===== src/rtl/core/cpu_control_flow_unit_macros.svh =====
// Assertion macros shared by the control-flow unit RTL.
`ifndef CPU_CONTROL_FLOW_UNIT_MACROS_SVH
`define CPU_CONTROL_FLOW_UNIT_MACROS_SVH

// Checks an expression at every rising clock edge outside reset.
`define CCFU_ASSERT_ALWAYS(label, clk_i, rst_i, expr) \
  label: assert property (@(posedge clk_i) disable iff (rst_i) (expr)) \
    else $error("assertion failed: label");

// Checks that an antecedent implies a consequent in the same cycle.
`define CCFU_ASSERT_IMPLY(label, clk_i, rst_i, ante, cons) \
  label: assert property (@(posedge clk_i) disable iff (rst_i) (ante) |-> (cons)) \
    else $error("assertion failed: label");

`endif


===== src/rtl/core/ccfu_pkg.sv =====
// Types and constants of the control-flow unit.
`default_nettype none
package ccfu_pkg;

  // Instruction selector codes.
  localparam logic [4:0] K_BCC     = 5'd0;
  localparam logic [4:0] K_BCS     = 5'd1;
  localparam logic [4:0] K_BNE     = 5'd2;
  localparam logic [4:0] K_BEQ     = 5'd3;
  localparam logic [4:0] K_BPL     = 5'd4;
  localparam logic [4:0] K_BMI     = 5'd5;
  localparam logic [4:0] K_BVC     = 5'd6;
  localparam logic [4:0] K_BVS     = 5'd7;
  localparam logic [4:0] K_BRA     = 5'd8;
  localparam logic [4:0] K_BRL     = 5'd9;
  localparam logic [4:0] K_JMP_ABS = 5'd10;
  localparam logic [4:0] K_JMP_LNG = 5'd11;
  localparam logic [4:0] K_JMP_IND = 5'd12;
  localparam logic [4:0] K_JMP_IDX = 5'd13;
  localparam logic [4:0] K_JMP_ILG = 5'd14;
  localparam logic [4:0] K_JSR_ABS = 5'd15;
  localparam logic [4:0] K_JSR_LNG = 5'd16;
  localparam logic [4:0] K_JSR_IDX = 5'd17;
  localparam logic [4:0] K_RTI     = 5'd18;
  localparam logic [4:0] K_RTS     = 5'd19;
  localparam logic [4:0] K_RTL     = 5'd20;

  // Branch condition groups, selected by kind bits 2 and 1.
  localparam logic [1:0] COND_CARRY = 2'd0;
  localparam logic [1:0] COND_ZERO  = 2'd1;
  localparam logic [1:0] COND_NEG   = 2'd2;
  localparam logic [1:0] COND_OVF   = 2'd3;

  // Status bits forced in emulation mode on return from interrupt.
  localparam logic [7:0] EMU_FLAG_FORCE = 8'h30;

  // Bit positions in the status register.
  localparam int FLAG_C = 0;
  localparam int FLAG_Z = 1;
  localparam int FLAG_X = 4;
  localparam int FLAG_V = 6;
  localparam int FLAG_N = 7;

  // Push byte counts.
  localparam logic [1:0] PUSH_NONE  = 2'd0;
  localparam logic [1:0] PUSH_SHORT = 2'd2;
  localparam logic [1:0] PUSH_LONG  = 2'd3;

  // One instruction request.
  typedef struct packed {
    logic [4:0]  kind;
    logic [23:0] pc;
    logic [23:0] operand;
    logic [7:0]  flags;
    logic [15:0] index_x;
    logic        emulation;
    logic [23:0] pointer_data;
    logic [31:0] stack_data;
  } req_t;

  // One result.
  typedef struct packed {
    logic [23:0] new_pc;
    logic        taken;
    logic [23:0] pointer_address;
    logic [1:0]  push_count;
    logic [23:0] push_data;
    logic [7:0]  new_flags;
    logic        flags_written;
    logic        clear_index_high;
  } res_t;

endpackage
`default_nettype wire


===== src/rtl/core/ccfu_in_stage.sv =====
// Input register stage: captures an accepted request and its valid bit.
`default_nettype none
module ccfu_in_stage
  import ccfu_pkg::*;
(
  input  wire logic clk,
  input  wire logic rst,
  input  wire logic accept,
  input  wire req_t req_in,
  output logic      req_valid,
  output req_t      req
);

  // Valid bit is control state and is cleared by reset.
  always_ff @(posedge clk) begin
    if (rst) begin
      req_valid <= 1'b0;
    end else begin
      req_valid <= accept;
    end
  end

  // Payload is loaded on every accepted request.
  always_ff @(posedge clk) begin
    if (accept) begin
      req <= req_in;
    end
  end

endmodule
`default_nettype wire


===== src/rtl/core/ccfu_next_pc.sv =====
// Combinational next program counter, push and status restore logic.
`default_nettype none
module ccfu_next_pc
  import ccfu_pkg::*;
(
  input  wire req_t req,
  output res_t      res
);

  logic [7:0]  bank;
  logic [15:0] ret;
  logic [15:0] off16;
  logic [15:0] idx_addr;
  logic [15:0] stk_inc;
  logic        flag_bit;
  logic        cond;
  logic [7:0]  rti_flags;

  // Shared address terms; all 16-bit sums wrap inside the bank.
  assign bank     = req.pc[23:16];
  assign ret      = req.pc[15:0] - 16'd1;
  assign off16    = {{8{req.operand[7]}}, req.operand[7:0]};
  assign idx_addr = req.operand[15:0] + req.index_x;
  assign stk_inc  = req.stack_data[15:0] + 16'd1;

  // Flag tested by the conditional branches.
  always_comb begin
    case (req.kind[2:1])
      COND_CARRY: flag_bit = req.flags[FLAG_C];
      COND_ZERO:  flag_bit = req.flags[FLAG_Z];
      COND_NEG:   flag_bit = req.flags[FLAG_N];
      COND_OVF:   flag_bit = req.flags[FLAG_V];
      default:    flag_bit = req.flags[FLAG_V];
    endcase
  end

  // Odd kinds branch on a set flag, even kinds on a clear flag.
  assign cond = req.kind[0] ? flag_bit : ~flag_bit;

  assign rti_flags = req.stack_data[7:0] | (req.emulation ? EMU_FLAG_FORCE : 8'h00);

  // Result selection by instruction kind.
  always_comb begin
    res = '0;
    res.new_pc = req.pc;
    case (req.kind)
      K_BCC, K_BCS, K_BNE, K_BEQ, K_BPL, K_BMI, K_BVC, K_BVS: begin
        if (cond) begin
          res.new_pc = {bank, req.pc[15:0] + off16};
          res.taken  = 1'b1;
        end
      end
      K_BRA: begin
        res.new_pc = {bank, req.pc[15:0] + off16};
        res.taken  = 1'b1;
      end
      K_BRL: begin
        res.new_pc = {bank, req.pc[15:0] + req.operand[15:0]};
        res.taken  = 1'b1;
      end
      K_JMP_ABS: begin
        res.new_pc = {bank, req.operand[15:0]};
        res.taken  = 1'b1;
      end
      K_JMP_LNG: begin
        res.new_pc = req.operand;
        res.taken  = 1'b1;
      end
      K_JMP_IND: begin
        res.pointer_address = {8'h00, req.operand[15:0]};
        res.new_pc = {bank, req.pointer_data[15:0]};
        res.taken  = 1'b1;
      end
      K_JMP_IDX: begin
        res.pointer_address = {bank, idx_addr};
        res.new_pc = {bank, req.pointer_data[15:0]};
        res.taken  = 1'b1;
      end
      K_JMP_ILG: begin
        res.pointer_address = {8'h00, req.operand[15:0]};
        res.new_pc = req.pointer_data;
        res.taken  = 1'b1;
      end
      K_JSR_ABS: begin
        res.push_count = PUSH_SHORT;
        res.push_data  = {8'h00, ret[7:0], ret[15:8]};
        res.new_pc = {bank, req.operand[15:0]};
        res.taken  = 1'b1;
      end
      K_JSR_LNG: begin
        res.push_count = PUSH_LONG;
        res.push_data  = {ret[7:0], ret[15:8], bank};
        res.new_pc = req.operand;
        res.taken  = 1'b1;
      end
      K_JSR_IDX: begin
        res.push_count = PUSH_SHORT;
        res.push_data  = {8'h00, ret[7:0], ret[15:8]};
        res.pointer_address = {bank, idx_addr};
        res.new_pc = {bank, req.pointer_data[15:0]};
        res.taken  = 1'b1;
      end
      K_RTI: begin
        res.new_flags        = rti_flags;
        res.flags_written    = 1'b1;
        res.clear_index_high = rti_flags[FLAG_X];
        res.new_pc = req.emulation ? {bank, req.stack_data[23:8]} : req.stack_data[31:8];
        res.taken  = 1'b1;
      end
      K_RTS: begin
        res.new_pc = {bank, stk_inc};
        res.taken  = 1'b1;
      end
      K_RTL: begin
        res.new_pc = {req.stack_data[23:16], stk_inc};
        res.taken  = 1'b1;
      end
      default: begin
        // Unknown kinds leave the program counter unchanged.
        res.new_pc = req.pc;
      end
    endcase
  end

endmodule
`default_nettype wire


===== src/rtl/core/cpu_control_flow_unit.sv =====
// Top level of the control-flow unit: input stage, next-PC logic, result register.
//
//   channel  | handshake        | payload
//   ---------+------------------+---------------------------------------------------
//   request  | start / busy     | instruction kind, PC, operand, flags, X, pointers, stack
//   result   | done (one cycle) | next PC, taken, pointer address, pushes, status restore
//
// A request is taken in every cycle in which start is high; busy is high only during reset.
// Each result passes the input register and then the result register around the
// next-PC logic before it reaches the ports, where done marks it.
// Reset is synchronous and clears both valid bits; requests in flight are dropped.
// The receiver cannot stall, so done is a one-cycle strobe per request.
`default_nettype none
`include "cpu_control_flow_unit_macros.svh"
module cpu_control_flow_unit
  import ccfu_pkg::*;
(
  input  wire logic        clk,
  input  wire logic        rst,
  input  wire logic        start,
  output logic             busy,
  input  wire logic [4:0]  kind,
  input  wire logic [23:0] pc,
  input  wire logic [23:0] operand,
  input  wire logic [7:0]  flags,
  input  wire logic [15:0] index_x,
  input  wire logic        emulation,
  input  wire logic [23:0] pointer_data,
  input  wire logic [31:0] stack_data,
  output logic             done,
  output logic [23:0]      new_pc,
  output logic             taken,
  output logic [23:0]      pointer_address,
  output logic [1:0]       push_count,
  output logic [23:0]      push_data,
  output logic [7:0]       new_flags,
  output logic             flags_written,
  output logic             clear_index_high
);

  req_t req_in;
  req_t req;
  logic req_valid;
  res_t res_comb;
  res_t res;
  logic no_push;
  logic no_ptr;
  logic no_status;

  assign busy = rst;

  assign req_in = '{kind: kind, pc: pc, operand: operand, flags: flags,
                    index_x: index_x, emulation: emulation,
                    pointer_data: pointer_data, stack_data: stack_data};

  // Request register.
  ccfu_in_stage u_in_stage (
    .clk       (clk),
    .rst       (rst),
    .accept    (start && !busy),
    .req_in    (req_in),
    .req_valid (req_valid),
    .req       (req)
  );

  // Next program counter logic.
  ccfu_next_pc u_next_pc (
    .req (req),
    .res (res_comb)
  );

  // Result strobe register.
  always_ff @(posedge clk) begin
    if (rst) begin
      done <= 1'b0;
    end else begin
      done <= req_valid;
    end
  end

  // Result payload register.
  always_ff @(posedge clk) begin
    if (req_valid) begin
      res <= res_comb;
    end
  end

  assign new_pc           = res.new_pc;
  assign taken            = res.taken;
  assign pointer_address  = res.pointer_address;
  assign push_count       = res.push_count;
  assign push_data        = res.push_data;
  assign new_flags        = res.new_flags;
  assign flags_written    = res.flags_written;
  assign clear_index_high = res.clear_index_high;

  // Side-effect terms used by the checks below.
  assign no_push   = (push_count == PUSH_NONE);
  assign no_ptr    = (pointer_address == 24'h0);
  assign no_status = !flags_written && !clear_index_high;

  // Every captured request yields exactly one strobe in the next cycle.
  `CCFU_ASSERT_ALWAYS(a_done_follows_req, clk, rst, done == $past(req_valid))
  // A status restore never comes with pushes or a pointer read.
  `CCFU_ASSERT_IMPLY(a_rti_clean, clk, rst, done && flags_written, taken && no_push && no_ptr)
  // An untaken result has no pushes and no status restore.
  `CCFU_ASSERT_IMPLY(a_untaken_quiet, clk, rst, done && !taken, no_push && no_status)

endmodule
`default_nettype wire


===== config.mk =====
export PLATFORM = sky130hd
export DESIGN_NAME = cpu_control_flow_unit
export DESIGN_NICKNAME = d
export VERILOG_FILES = /design/src/rtl/core/ccfu_pkg.sv /design/src/rtl/core/ccfu_in_stage.sv /design/src/rtl/core/ccfu_next_pc.sv /design/src/rtl/core/cpu_control_flow_unit.sv
export VERILOG_INCLUDE_DIRS = /design/src /design/src/rtl/core
export SDC_FILE = /design/constraint.sdc
export NUM_CORES = 1
export LEC_CHECK = 0
export BUFFER_PORTS_ARGS = -buffer_cell sky130_fd_sc_hd__buf_2
export CAP_MARGIN = 20
export CORE_UTILIZATION = 35
export CTS_CLUSTER_SIZE = 40
export DETAILED_ROUTE_END_ITERATION = 16
export PLACE_DENSITY = 0.66
export SYNTH_ARGS = -nofsm -noshare
export SYNTH_HDL_FRONTEND = slang
export SYNTH_SLANG_ARGS = --single-unit

===== constraint.sdc =====
create_clock -name clk -period 17.23 [get_ports clk]
set_input_delay 3.446 -clock clk [delete_from_list [all_inputs] [get_ports clk]]
set_output_delay 3.446 -clock clk [all_outputs]
set_load 0.01 [all_outputs]

# Word level (Yosys, flattened, before mapping)
# Cells that the tools add are included.
# classes
n_addsub	5
eq_ne	23
muxes	10
bitwise	2
reduce_logical	12
# ops
operator	count
24-bit one-hot mux with 10 select lines	1
26-bit one-hot mux with 2 select lines	1
16-bit adder	3
24-bit one-hot mux with 2 select lines	1
5-bit by 4-bit == test with 1-bit output (second input constant)	8
5-bit == test (second input constant)	5
24-bit two-way mux	1
5-bit by 3-bit == test with 1-bit output (second input constant)	4
17-bit two-way mux	1
16-bit by 1-bit adder with 16-bit output (second input constant)	1
16-bit by 1-bit subtractor with 16-bit output (second input constant)	1
13-bit OR reduction	1
5-bit by 2-bit == test with 1-bit output (second input constant)	2
2-bit OR reduction	5
8-bit by 6-bit bitwise OR with 8-bit output	1
8-bit OR reduction	1
6-bit two-way mux	1
5-bit by 1-bit == test with 1-bit output (second input constant)	1
5-bit zero test	1
2-bit == test (second input constant)	2
1-bit one-hot mux with 4 select lines	1
3-bit OR reduction	1
2-bit by 1-bit == test with 1-bit output (second input constant)	1
2-bit zero test	1
6 further kinds	6
# word_totals
register_bits	221
inputBits	137
output_inout_bits	87
word_cells	70

# Longest topological paths before layout
# Gate-level depths: netlist of the first run.
# logic_depth
depth_word	6
ltp_mapped	9
mapped_depth_nobuf	9

# By module
# From an unflattened synthesis of the first run, not the netlist that was laid out.
# hier_totals
hier_cells	745
area_unflattened_um2	10194.8
# modules_own_cells
module	instances	cells_each	area_each_um2	seq_area_each_um2
ccfu_in_stage	1	136	4057.6	4043.9
ccfu_next_pc	1	520	3544.6	0.0
cpu_control_flow_unit	1	89	2592.5	2572.5

# Least setup slack after synthesis of the first run
# OpenSTA, ideal clock, no wires.
# synth_timing
path_type	in2reg
start	input rst
end	register u_in_stage.req[0] (netlist name)
setup_ns	0.638
arrival_time_ns	9.215
t_required_ns	16.592
setup_slack_ns	7.377
stages	1
n_path_buf	0
cell_sequence	nor2b_1
# synth_via
elab_chain_len	2
# synth_lines
item	line	rtl
from (decl)	cpu_control_flow_unit.sv:19	input wire logic rst,
1-bit zero test	cpu_control_flow_unit.sv:60	.accept (start && !busy),
1-bit logical AND	cpu_control_flow_unit.sv:60	
# No other way between the ends.
# A chain may end at the register's enable or synchronous reset.

# Worst setup path in the final report of the first run
# layout_timing
start	input rst
end	output busy
# layout_lines
item	line	rtl
to (decl)	cpu_control_flow_unit.sv:21	output logic busy,
# No word-level cell between the ends.

==> metrics list, run 1 <==
* Result of the run: finished, final reports clean
- Fill cells in the final layout number between 2000 and 3000.
- Global placer's final weighted congestion: 0.9148
* H-Tree Level Count: 1
* Cell depth of the worst flop-to-flop path: 6
- STA classifies the critical path startpoint as an input port.
- Synthesis-stage register bit count: about 220
- In the routed design, unresolved DRC markers number 0.
- At the later pin of the worst-skew pair, clock insertion delay measures ~520 ps.
- Highest-delay cell along the critical path: sky130_fd_sc_hd__buf_2
- Final core utilization: 43.67%
- Clock period minus worst slack: 7161 ps
- The cell area that synthesis handed to floorplanning was 0.01038 sq mm.
* Clock sink total: 216
- By startpoint and endpoint, the worst setup path is classified as input port to output pin.
- Tightest slew margin relative to the limit: 24.22%
- Worst Min Path Start: u_in_stage.req[38]
* Arr. time, crit path: between 3000 and 4000 ps
- The number of pins with negative max-slew slack in the final report was 0.
* Clock edge transition at the registers on the reported setup and hold paths: 60 ps
* Max Fclk: 139.7 MHz
* I/O Pins: 224
- Reg2Reg Setup Slack: 13910 ps
- The tool flagged a number of max-cap violations equal to 0.
* Syn_area_per_cell: ~13 sq um
* Wire length of the first global-routing pass: 41.57 mm
* Final layout net count: 1179
- Y dimension of the die: 174.3 um
* Async set-reset flop share out of synthesis: 0%
- Clock tree synthesis inserted a total of 24 buffers.
* Maximum vdd ir drop: 0.07290 mV
* Initial antenna violation count: 3
- Stages on worst setup path: 2
- Average routed wire per standard cell: 20.18 um
- Vias after detailed routing: ~7400
* Gate Count Post-Synth: 777
* Most used flip-flop cell after synthesis: sky130_fd_sc_hd__edfxtp_1
- Number of buffers inserted for hold repair after clock tree synthesis: 0
* Power per cell area: around 100 mW/mm^2
- Maximum buffer depth of the clock tree: 3
- TritonCTS clock tree: built
- The final critical path takes up 41.56% of the cycle.
- Part of the Yosys area used for sequential elements: 62.27%
- The endpoint identified for the worst register-to-register timing path is new_pc[1].
- In this run the horizontal extent of the chip is 174.3 um.
* Cell repeated most along the worst path: sky130_fd_sc_hd__buf_2
- In this run the standard cell core region covers around 0.029 sq mm.
- Slowest Stage Delay on Critical Path: 140 ps
* Final number of setup-violating endpoints: 0
* Setup crit end kind: output pin
- The worst register-to-register path begins at u_in_stage.req[131].
- Tightest Pin Transition: approximately 1100 ps
- The number of buffers and inverters on the critical path is 2.
- Once the clock tree was built, the setup fixing pass inserted 0 buffers.
* DRC marker count from the first detailed-route iteration: 632
- For this design the static power due to leakage is ~4.7 nW.
* Post-cts repair resize count: 0
* Kind of cell adding the most delay to the critical path: buffers and inverters
* Average vias per placed instance: between 5 and 6
- Compared with the post-synthesis result, the final layout area differs by 21.67%.
- Buffers placed on the I/O ports in this run total 219.
* Hold violation count in the final report: 0
- Clock root buffer: sky130_fd_sc_hd__clkbuf_16
- Total routing resource utilization after global routing: 18.19%
- Largest net degree at the start of global routing: 82
- Estimated wirelength of the detail-placed design: 20.86 mm
* Synthesized Nets: 955
- Unique cell type count in the Yosys netlist: 74
* Number of enable flip-flop cells after synthesis: 214
- Overflow after GRT: 0
- Start point of the critical path: rst
- For the final routed database, the setup TNS stands at 0 ps.
- Die area: 0.03036 sq mm
* Cells along the critical path: buf_2 -> buf_2
- During synthesis, Yosys emitted a total of 0 warnings.
- The initial utilization of the core area, before any placement, comes to 35.89%.
- RSZ-0062 raised after global routing: no
* DRT antenna net count: 0
* Maximum fanout count along the critical path: 4
- Worst clock skew on the final layout: 9.777 ps
- For this run, the detailed router's first-pass iteration total came to 6.
* Worst hold path class: register to register
- Required time at the endpoint of the critical path: 13780 ps
- In the final layout, the share of cells above drive strength 1 is 27.77%.
* Number of global-route vias before repair: 7059
- In this run the worst setup path terminates at busy.
- For this block, the routed nets add up to 28.33 mm of wire.
- The floorplan has 62 rows.
## area by class of cell
cell class	instances	area, sq um	share of cell area [%]
sequential	216	6470	51.20
multi-input combinational	524	3767	29.81
timing repair buffer	225	1141	9.031
clock buffer	29	640.6	5.070
tap	384	480.5	3.802
clock inverter	15	96.34	0.7624
inverter	10	37.54	0.2971
antenna	1	2.502	0.01980
## logic make-up after synthesis
group / after synthesis / synth area share (%)
flip-flops: 216 / 62.27
multiplexers: 7 / 0.8072
AND/OR/NAND/NOR: 211 / 10.60
XOR/XNOR: 56 / 4.723
buffers and inverters: 37 / 1.614
AO/OA/AOI/OAI: 209 / 14.90
adder cells (fa/ha/maj): 41 / 5.084
## worst min-delay path by stage
stage	to	slack [ps]	depth (start not counted)
3_3_place_gp	new_pc[23]	540	2
5_1_grt	new_pc[22]	580	2
2_1_floorplan	new_pc[6]	520	2
6_report	new_pc[6]	550	2
4_1_cts	new_pc[6]	550	2
3_5_place_dp	new_pc[6]	540	2
## synthesized netlist by cell type, drive strengths merged (14+ instances only)
master | n | area [sq um]
nor2 | 40 | 150.1
xor2 | 20 | 175.2
nand2b | 15 | 96.34
xnor2 | 36 | 315.3
a21o | 21 | 157.7
nand2 | 63 | 236.5
nor2b | 14 | 87.58
o21ai | 47 | 239.0
buf | 14 | 81.33
a222oi | 21 | 210.2
edfxtp | 214 | 6426
ha | 39 | 488.0
and2 | 15 | 93.84
a21oi | 32 | 163.9
## state kept, by name, indices dropped and copies added (netlist names), 2 cells and up
signal / count
new_pc: 24
new_flags: 8
u_in_stage.req: 130
push_count: 2
push_data: 24
pointer_address: 24
## per-stage QoR
stage / power (W) / std cells / hold WS [ps] / area, sq um / setup slack, ps
after global routing: 0.001372 / 1404 / 582.6 / 12640 / 10050
after global placement: 0.0008445 / 1359 / 539.0 / 11900 / 10070
after CTS: 0.001329 / 1403 / 549.2 / 12630 / 10070
after detailed placement: 0.0008483 / 1359 / 535.7 / 11900 / 10070
final: 0.001318 / 1404 / 550.2 / 12640 / 10070
after floorplan: 0.0007782 / 777 / 517.1 / 10390 / 7377
## cells in the final DEF (no fill, tap or decap), types with 5 or more instances in the layout
cell / netlist / layout
sky130_fd_sc_hd__xor2_1: 20 / 20
sky130_fd_sc_hd__a21oi_1: 31 / 31
sky130_fd_sc_hd__and2_1: 15 / 15
sky130_fd_sc_hd__nor2_1: 40 / 40
sky130_fd_sc_hd__buf_2: 8 / 219
sky130_fd_sc_hd__o21ai_0: 31 / 31
sky130_fd_sc_hd__o211ai_1: 5 / 5
sky130_fd_sc_hd__clkinv_2: 0 / 5
sky130_fd_sc_hd__nand2b_1: 14 / 14
sky130_fd_sc_hd__a222oi_1: 21 / 21
sky130_fd_sc_hd__a22oi_1: 11 / 11
sky130_fd_sc_hd__buf_4: 3 / 6
sky130_fd_sc_hd__mux2i_1: 5 / 5
sky130_fd_sc_hd__nand4_1: 7 / 7
sky130_fd_sc_hd__ha_1: 39 / 39
sky130_fd_sc_hd__nand3_1: 13 / 13
sky130_fd_sc_hd__and3_1: 7 / 7
sky130_fd_sc_hd__inv_1: 9 / 9
sky130_fd_sc_hd__nor2b_1: 14 / 13
sky130_fd_sc_hd__clkbuf_16: 0 / 25
sky130_fd_sc_hd__clkinv_1: 0 / 7
sky130_fd_sc_hd__a221o_1: 9 / 9
sky130_fd_sc_hd__a221oi_1: 7 / 7
sky130_fd_sc_hd__o21ai_1: 15 / 15
sky130_fd_sc_hd__o22ai_1: 8 / 8
sky130_fd_sc_hd__nand2_1: 63 / 63
sky130_fd_sc_hd__nor3_1: 13 / 13
sky130_fd_sc_hd__a21o_1: 21 / 21
sky130_fd_sc_hd__o21a_1: 6 / 6
sky130_fd_sc_hd__edfxtp_1: 214 / 214
sky130_fd_sc_hd__xnor2_1: 36 / 36
## worst reg2reg max path, cell delays in order (launching register included)
cell and delay (ps):
sky130_fd_sc_hd__edfxtp_1 720, sky130_fd_sc_hd__nor3b_2 180, sky130_fd_sc_hd__nand2_1 580, sky130_fd_sc_hd__o21ai_2 400, sky130_fd_sc_hd__a221o_1 440, sky130_fd_sc_hd__a221oi_1 560
sky130_fd_sc_hd__o21ai_1 160
## power breakdown
part / internal (W) / leakage, nW / switching (W) / total (W)
logic: 0.0000809 / 2.39 / 0.000106 / 0.000187
clock network: 0.000278 / 0.358 / 0.000200 / 0.000478
registers: 0.000622 / 1.95 / 0.0000314 / 0.000653
total: 0.000981 / 4.70 / 0.000337 / 0.00132
## per-layer routing
layer	track usage, %	wire length (um)
met1	24.11	12070
met2	29.73	13390
met3	3.981	2118
met4	5.446	741
met5	0	10
(Power assumes the default switching activity.)
==> run 2, diff against run 1 <==
Clock period 17.23 ns to 7 ns, I/O delays scaled along.
==> run 2 against run 1 <==
Combinational power up 150%. First-iteration DRC count up 1.4%. Sequential cell count unchanged. Register-to-register slack worse by 10000 ps. Critical path depth up 5. Core utilization up 0.086 points. Non-clock buffer count down 1. Die area unchanged. Worst hold slack worse by 8.0 ps. Critical path type is now register to register. Clock skew up 2.2 ps. Largest power group unchanged.
==> metrics list, run 2 (same netlist as run 1, synthesis figures left out) <==
- Clock edge transition at the registers on the reported setup and hold paths: 60 ps
- DRC marker count from the first detailed-route iteration: approximately 640
* I/O Pins: 224
- During placement, the flow inserted port buffers numbering about 220.
* Worst Slack Setup Final: about 3700 ps
- After detailed routing, the average wire length per cell comes to between 20 and 25 um.
- The worst setup path is launched from a register.
- After floorplanning, the core was sized to cover 0.02894 sq mm.
- More flip-flops sit in one register than any other, and that register is u_in_stage.req.
- Once detail routing completed, the nets flagged for antenna violations numbered 0.
* Post-Route WL: 28.52 mm
- The startpoint identified for the worst register-to-register timing path is u_in_stage.req[131].
- Overflow after GRT: 0
- The library cells used most frequently in the layout, excluding fill and tap cells, are 219 x sky130_fd_sc_hd__buf_2, 214 x sky130_fd_sc_hd__edfxtp_1, 63 x sky130_fd_sc_hd__nand2_1.
* Number of CTS-inserted buffers: 23
- In the final design database the tool counted 1177 nets.
* Hold violation count in the final report: 0
- Die width: 174.3 um
- For flop-to-flop paths, the worst setup slack is between 3000 and 4000 ps.
- The congestion estimate from routability-driven global placement came to 0.9221.
- The initial antenna violation count came to 4.
* Setup fix buffers added after clock tree synthesis: 0
- Across all hold checks on the routed design, the worst slack comes to 542.2 ps.
* Maximum fanout count along the critical path: 18
- Setup repair after global routing left no endpoint under its margin.
- Max Slew Vio Count: 0
- Maximum vdd ir drop: 0.1983 mV
* Hold-critical path depth: 2
- Global routing consumed, over all layers together, 18.27% of the routing resources.
- H-Tree Level Count: 1
- Worst hold path class: register to register
- After clock tree synthesis, the flow added hold-fix buffers numbering 0.
- First-pass iteration count of the detailed router: 6
- Reported leakage power: 4.714 nW
* Worst clock skew on the final layout: 11.97 ps
* Largest net degree at the start of global routing: ~110
* Arr. time, crit path: ~3500 ps
- Before CTS, the worst setup slack after placement is 3868 ps.
- Timing would allow up to 306.3 MHz.
- On the critical path, the stage with the largest delay is an instance of sky130_fd_sc_hd__edfxtp_1.
- Final clock period utilization by the worst path: 46.64%
* Worst Min Path Start: u_in_stage.req[38]
- Final number of setup-violating endpoints: 0
- CP bufs+invs: 0
- Result of the run: finished, final reports clean
- For the worst setup path, the data required time is between 7000 and 8000 ps.
- The tree built by TritonCTS fans out to 216 sinks.
- Number of global-route vias before repair: 7006
* Clock period minus worst slack: roughly 3300 ps
* Slowest Stage Delay on Critical Path: 730 ps
* Tightest Pin Transition: around 1100 ps
- The floorplan has 62 rows.
- TritonCTS clock tree: built
* Average vias per placed instance: 5.309
- The register with the most flip-flops in the layout has 130 of them.
* Vias after detailed routing: ~7400
- Clock tree synthesis selected as its root buffer the cell sky130_fd_sc_hd__clkbuf_16.
- The floorplan step defined a die boundary enclosing 0.03036 sq mm.
- Kind of cell adding the most delay to the critical path: compound AO/OA/AOI/OAI gates
- Detailed-route DRC error count: 0
- The first global-routing pass estimated 41.75 mm of wire.
* Area growth from synthesis to final layout: 21.92%
- Max-cap violations in this run came to 0.
- Worst Path Class, Setup: register to register
- The worst register-to-register path ends at new_pc[12].
* Cells along the critical path: nor3b_2 -> nand2_1 -> o21ai_2 -> a222oi_1 -> o211ai_1 -> a221oi_1 -> o21ai_1
- Y dimension of the die: 174.3 um
- Tightest slew margin relative to the limit: 27.11%
- The worst setup path is captured at a register.
- The initial utilization of the core area, before any placement, comes to 35.89%.
- Once the clock tree was built, the resizer swapped 0 gates to a different size.
- Most frequent standard cell in the layout excluding fill and tap cells: sky130_fd_sc_hd__buf_2
- In the final timing run, aggregate negative setup slack is 0 ps.
- The post-route netlist has 27.81% of its cells at a drive strength greater than 1.
- Summed over all nets, the half-perimeter wirelength after detailed placement is 20.96 mm.
- Counting buffers and inverters, the worst setup path is 7 cells deep.
- For the worst-skew pair, the clock arrives at the later sink with an insertion delay of 510 ps.
- Hold endpoint: new_pc[6]
* Power per cell area: 260.0 mW/mm^2
- Fillers: 2679
- Cell depth of the worst flop-to-flop path: 7
* Maximum buffer depth of the clock tree: 3
## run 2: worst max path at each step
stage / startpoint / to / slack, ps
floorplan: start / u_in_stage.req[0] / 1770
CTS: u_in_stage.req[131] / new_pc[1] / 3860
global route: u_in_stage.req[131] / new_pc[1] / 3610
finish: u_in_stage.req[131] / new_pc[12] / 3740
detailed placement: u_in_stage.req[131] / new_pc[12] / 3870
global placement: u_in_stage.req[131] / new_pc[1] / 3920
## run 2: where the power goes
group / switching (W) / leakage (nW) / internal, W
logic: 0.000261 / 2.39 / 0.000200
registers: 0.0000775 / 1.95 / 0.00153
clock network: 0.000484 / 0.373 / 0.000740
## run 2: worst min-delay path: cells and delay by family, from the launching register on
kind | cells | cell delay, ps
AND/OR/NAND/NOR | 2 | 130
flip-flops | 1 | 320
## run 2: through the flow
step	instance area [sq um]	util (%)	cells	total power [W]
2_1_floorplan	10390	-	777	0.001912
3_3_place_gp	11900	41.13	1358	0.002078
3_5_place_dp	11900	41.13	1358	0.002088
4_1_cts	12660	43.75	1398	0.003315
5_1_grt	12660	43.76	1399	0.003411
6_report	12660	43.76	1399	0.003292
## run 2: layout make-up
cell class,count,area [sq um],share of cell area (%)
Sequential cell,216,6470,51.10
Multi-Input combinational cell,524,3767,29.76
Timing Repair Buffer,224,1146,9.052
Clock buffer,29,628.1,4.961
Tap cell,384,480.5,3.795
Clock inverter,11,128.9,1.018
Inverter,10,37.54,0.2965
Antenna cell,1,2.502,0.01976
## run 2: routing by layer
| layer | track usage (%) | wire, um | vias up |
|---|---|---|---|
| met4 | 6.250 | 971 | 2 |
| li1 | - | - | 3515 |
| met3 | 4.659 | 2277 | 59 |
| met1 | 24.02 | 11970 | 3555 |
| met2 | 29.25 | 13280 | 296 |
| met5 | 0 | 14 | - |
